## src/wocm_pkg.sv

```systemverilog
// Shared types and constants for the wrench overload cancel monitor.
// No dependencies; imported by wocm_sq3 and the top level.
package wocm_pkg;

  localparam int unsigned COMP_W   = 20;  // force/torque component width
  localparam int unsigned LIMIT_W  = 19;  // limit register width
  localparam int unsigned MAG_W    = 40;  // sum of three squares
  localparam int unsigned LIM_SQ_W = 2 * LIMIT_W;
  localparam int unsigned CFG_IDX_W = 3;

  localparam int unsigned CANCEL_BURST = 5;
  localparam int unsigned HOLD_TICKS   = 100;
  localparam int unsigned BURST_W = $clog2(CANCEL_BURST + 1);
  localparam int unsigned HOLD_W  = $clog2(HOLD_TICKS + 1);

  localparam logic [LIMIT_W-1:0] FORCE_USER_RST    = LIMIT_W'(50000);
  localparam logic [LIMIT_W-1:0] TORQUE_USER_RST   = LIMIT_W'(5000);
  localparam logic [LIMIT_W-1:0] FORCE_BIASED_RST  = LIMIT_W'(10000);
  localparam logic [LIMIT_W-1:0] TORQUE_BIASED_RST = LIMIT_W'(800);

  typedef logic [MAG_W-1:0]    mag_t;
  typedef logic [LIM_SQ_W-1:0] lim_sq_t;

  localparam lim_sq_t FORCE_USER_SQ_RST =
    LIM_SQ_W'(FORCE_USER_RST) * LIM_SQ_W'(FORCE_USER_RST);
  localparam lim_sq_t TORQUE_USER_SQ_RST =
    LIM_SQ_W'(TORQUE_USER_RST) * LIM_SQ_W'(TORQUE_USER_RST);
  localparam lim_sq_t FORCE_BIASED_SQ_RST =
    LIM_SQ_W'(FORCE_BIASED_RST) * LIM_SQ_W'(FORCE_BIASED_RST);
  localparam lim_sq_t TORQUE_BIASED_SQ_RST =
    LIM_SQ_W'(TORQUE_BIASED_RST) * LIM_SQ_W'(TORQUE_BIASED_RST);

  typedef enum logic [CFG_IDX_W-1:0] {
    REG_FORCE_USER    = 3'd0,
    REG_TORQUE_USER   = 3'd1,
    REG_FORCE_BIASED  = 3'd2,
    REG_TORQUE_BIASED = 3'd3,
    REG_BIAS_ACTIVE   = 3'd4
  } cfg_reg_e;

  // Three component squares of one vector.
  typedef struct packed {
    mag_t a;
    mag_t b;
    mag_t c;
  } sq3_t;

endpackage

```

## src/wocm_sq3.sv

```systemverilog
// Squares the three signed components of one vector.
// Depends on wocm_pkg.
module wocm_sq3 (
  input  logic signed [wocm_pkg::COMP_W-1:0] a_i,
  input  logic signed [wocm_pkg::COMP_W-1:0] b_i,
  input  logic signed [wocm_pkg::COMP_W-1:0] c_i,
  output wocm_pkg::sq3_t                     sq_o
);
  import wocm_pkg::*;

  logic signed [MAG_W-1:0] pa, pb, pc;

  // Sign-extend to MAG_W first; most negative input squares to 2^38.
  assign pa = MAG_W'(a_i) * MAG_W'(a_i);
  assign pb = MAG_W'(b_i) * MAG_W'(b_i);
  assign pc = MAG_W'(c_i) * MAG_W'(c_i);

  assign sq_o.a = mag_t'(pa);
  assign sq_o.b = mag_t'(pb);
  assign sq_o.c = mag_t'(pc);

endmodule

```

## config.mk

```make
export PLATFORM = sky130hd
export DESIGN_NAME = wocm_sq3
export DESIGN_NICKNAME = d
export VERILOG_FILES = /design/src/wocm_pkg.sv /design/src/wocm_sq3.sv
export SDC_FILE = /design/constraint.sdc
export NUM_CORES = 2
export LEC_CHECK = 0
export BUFFER_PORTS_ARGS = -buffer_cell sky130_fd_sc_hd__buf_2
export CORE_MARGIN = 1
export CORE_UTILIZATION = 30
export DETAILED_ROUTE_END_ITERATION = 10
export GPL_ROUTABILITY_DRIVEN = 0
export GPL_TIMING_DRIVEN = 0
export PLACE_DENSITY = 0.41
export SYNTH_ARGS = -nofsm -noshare
export SYNTH_HDL_FRONTEND = slang
export SYNTH_SLANG_ARGS = --single-unit
```

## constraint.sdc

```tcl
create_clock -name vclk -period 19.4
set_input_delay 0.97 -clock vclk [all_inputs]
set_output_delay 0.97 -clock vclk [all_outputs]
set_load 0.02 [all_outputs]
```

==> impl_metrics.csv <==
group,metric,value,unit
detailed_routing,vias,27300,
synthesis,synthDistinctLibCells,74,
detailed_routing,drc,14,
min_path,hold_start,"b_i[0]",
layout,nFlopsAndLatches,0,
synthesis,synth-compound-area-share,5.22,%
global_routing,antenna_found_initial,5,
floorplanning,rows,134,
sta,setup_viol,0,
detailed_routing,routed_wl,116000,um
sta,tightest_slew,1.37,ns
synthesis,syn_area_per_cell,9.38,sq um
setup_path,crit_arrival,9.82,ns
synthesis,yosysWarnings,0,
setup_path,cp-end-kind,"output pin",
detailed_routing,vias_per_cell,4.35,
detailed_routing,drtIter0Drc,957,
sta,fin_crit,10.79,ns
min_path,min_path_cells,3,
sta,hold_ws,2.29,ns
setup_path,cp-start-kind,"input port",
synthesis,yosys-top-cells-area,"fa_1 (57%), inv_1 (13%), ha_1 (10%)",
synthesis,muxShareOfSynthArea,0.207,%
cts,cts_resized,0,
global_routing,grt_max_degree,19,
cts,post_cts_hold_buffer_count,0,
min_path,hold_path_end,"sq_o[42]",
global_routing,overflow,0,
sta,slew-limit-headroom,8.40,%
synthesis,syn_inst,4325,
global_routing,track_usage,17.6,%
synthesis,yosysSeqAreaShare,0,%
floorplanning,initial_core_util,30.3,%
placed_design,post-dp-hpwl,105000,um
setup_path,setup.worst_path.class,"in2out",
synthesis,netlist_area,0.0406,sq mm
synthesis,synth.top_cell.area_share,56.6,%
min_path,hold_class,"in2out",
global_routing,grt_pass1_wl,185000,um
sta,finalMaxSlewViolations,0,
flow_run,cap_violations,0,
status,violations,"design-rule violations",
layout,fillers,14200,
sta,rsz0062_at_grt,"false",
detailed_routing,firstDrtPassIters,10,
cts,post_cts.repair.setup_buffers,0,
layout,drive_gt1_share,4.60,%
synthesis,yosys.area_share.simple,10.3,%
global_routing,grt_pass1_vias,31100,
floorplanning,ioPinCount,180,
detailed_routing,antenna_left,0,
setup_path,worstPathMaxFanout,10,
sta,fin_tns_setup,0,ns
synthesis,synthAdderAreaFrac,66.9,%
sta,finalHoldViolCount,0,
layout,fin_nets,6042,
layout,nClkBuffers,0,
floorplanning,die-area,0.137,sq mm
floorplanning,die_h,370,um
placed_design,portBuffers,171,
layout,finish.utilization,32.6,%
synthesis,yosysTopAreaCell,"fa_1",
floorplanning,fp.dieW,370,um
status,status,"complete, but fails checks",
sta,fmax,0.0927,GHz
sta,finalCritPeriodShare,55.6,%
layout,syn_to_final_growth,7.58,%
synthesis,synth-xor-area-share,3.41,%
detailed_routing,wl_per_cell,18.5,um
synthesis,synth_top_family_by_area,"adder cells",
floorplanning,core,0.134,sq mm
setup_path,worstPathRequired,18.43,ns
layout,regArea,0,sq um
-- synth_stat cells (10+ instances only) --
| cell | count |
|---|---|
| a21o_1 | 59 |
| inv_1 | 1381 |
| and2_1 | 211 |
| xnor2_1 | 117 |
| nor2b_1 | 49 |
| nand2b_1 | 22 |
| ha_1 | 334 |
| a211oi_1 | 11 |
| nand2_1 | 374 |
| nor3_1 | 25 |
| a21oi_1 | 92 |
| o21ai_1 | 11 |
| clkbuf_1 | 113 |
| a31oi_1 | 10 |
| and3_1 | 17 |
| o21ai_0 | 29 |
| nor2_1 | 103 |
| xor2_1 | 41 |
| nand3_1 | 29 |
| fa_1 | 1148 |
| o21bai_1 | 15 |
-- routing by layer --
layer / global-route usage (%) / part of all wire, % / vias to the layer above
li1: - / - / 12800
met1: 24.9 / 47 / 14200
met2: 30.9 / 50 / 289
met3: 0.876 / 2.5 / 46
met4: 1.40 / 0.91 / 0
met5: 0 / 0 / -
-- layout by cell type (no fill, tap or decap), types with 4 or more instances in the layout --
| cell | count |
|---|---|
| a2111oi_0 | 4 |
| a211oi_1 | 11 |
| a21boi_1 | 5 |
| a21o_1 | 59 |
| a21oi_1 | 92 |
| a31o_2 | 7 |
| a31oi_1 | 10 |
| a41oi_1 | 4 |
| and2_1 | 211 |
| and3_1 | 17 |
| buf_2 | 172 |
| buf_4 | 7 |
| clkbuf_1 | 113 |
| fa_1 | 1148 |
| ha_1 | 334 |
| inv_1 | 1381 |
| mux2i_1 | 5 |
| nand2_1 | 374 |
| nand2b_1 | 22 |
| nand3_1 | 29 |
| nand4_1 | 5 |
| nor2_1 | 103 |
| nor2b_1 | 49 |
| nor3_1 | 25 |
| nor4_1 | 5 |
| o2111ai_1 | 5 |
| o211ai_1 | 5 |
| o21a_1 | 8 |
| o21ai_0 | 29 |
| o21ai_1 | 11 |
| o21bai_1 | 15 |
| o311ai_1 | 4 |
| o31ai_1 | 7 |
| or2_2 | 7 |
| xnor2_1 | 117 |
| xor2_1 | 41 |
-- logic make-up after synthesis --
logic type,after synthesis
compound gates,309
xor+xnor,158
fa+ha+maj,1482
buf+inv,1504
mux,8
other cells,1
simple gates,863
-- layout make-up --
class              count  area (sq um)  share of cell area, %
diodes                 1          2.50                0.00573
plain buffers        123           489                   1.12
inverters           1381          5180                   11.9
multi-input cells   2823         34900                   80.0
well taps           1768          2210                   5.07
repair buffers       171           856                   1.96
-- how the worst max path moves through the flow --
stage / slack [ns] / from / end / cells after the start
after floorplan: 10.68 / c_i[19] / sq_o[39] / 25
after global placement: 8.46 / a_i[3] / sq_o[119] / 25
after detailed placement: 8.44 / a_i[3] / sq_o[119] / 25
after CTS: 8.43 / a_i[3] / sq_o[119] / 25
after global routing: 8.15 / a_i[3] / sq_o[119] / 25
final: 8.61 / a_i[3] / sq_o[119] / 25
-- metrics by stage --
| stage | setup WS, ns | instances | area (sq um) |
|---|---|---|---|
| 2_1_floorplan | 10.68 | 4327 | 40600 |
| 3_3_place_gp | 8.46 | 6266 | 43700 |
| 3_5_place_dp | 8.44 | 6266 | 43700 |
| 4_1_cts | 8.43 | 6266 | 43700 |
| 5_1_grt | 8.15 | 6266 | 43700 |
| 6_report | 8.61 | 6267 | 43700 |
-- worst max-delay path: stages --
cell and delay, ns:
buf_2 0.18, clkbuf_1 0.54, clkbuf_1 0.59, nand2_1 0.24, fa_1 0.65, fa_1 0.60, inv_1 0.06, fa_1 0.88
inv_1 0.36, fa_1 0.56, inv_1 0.05, fa_1 0.48, fa_1 0.49, inv_1 0.05, fa_1 0.50, inv_1 0.04
ha_1 0.42, nand2_1 0.15, nor3_1 0.06, o21ai_1 0.40, nand3_1 0.37, a2111oi_0 0.66, nor3_1 0.12, nand3b_1 0.20
buf_2 0.17
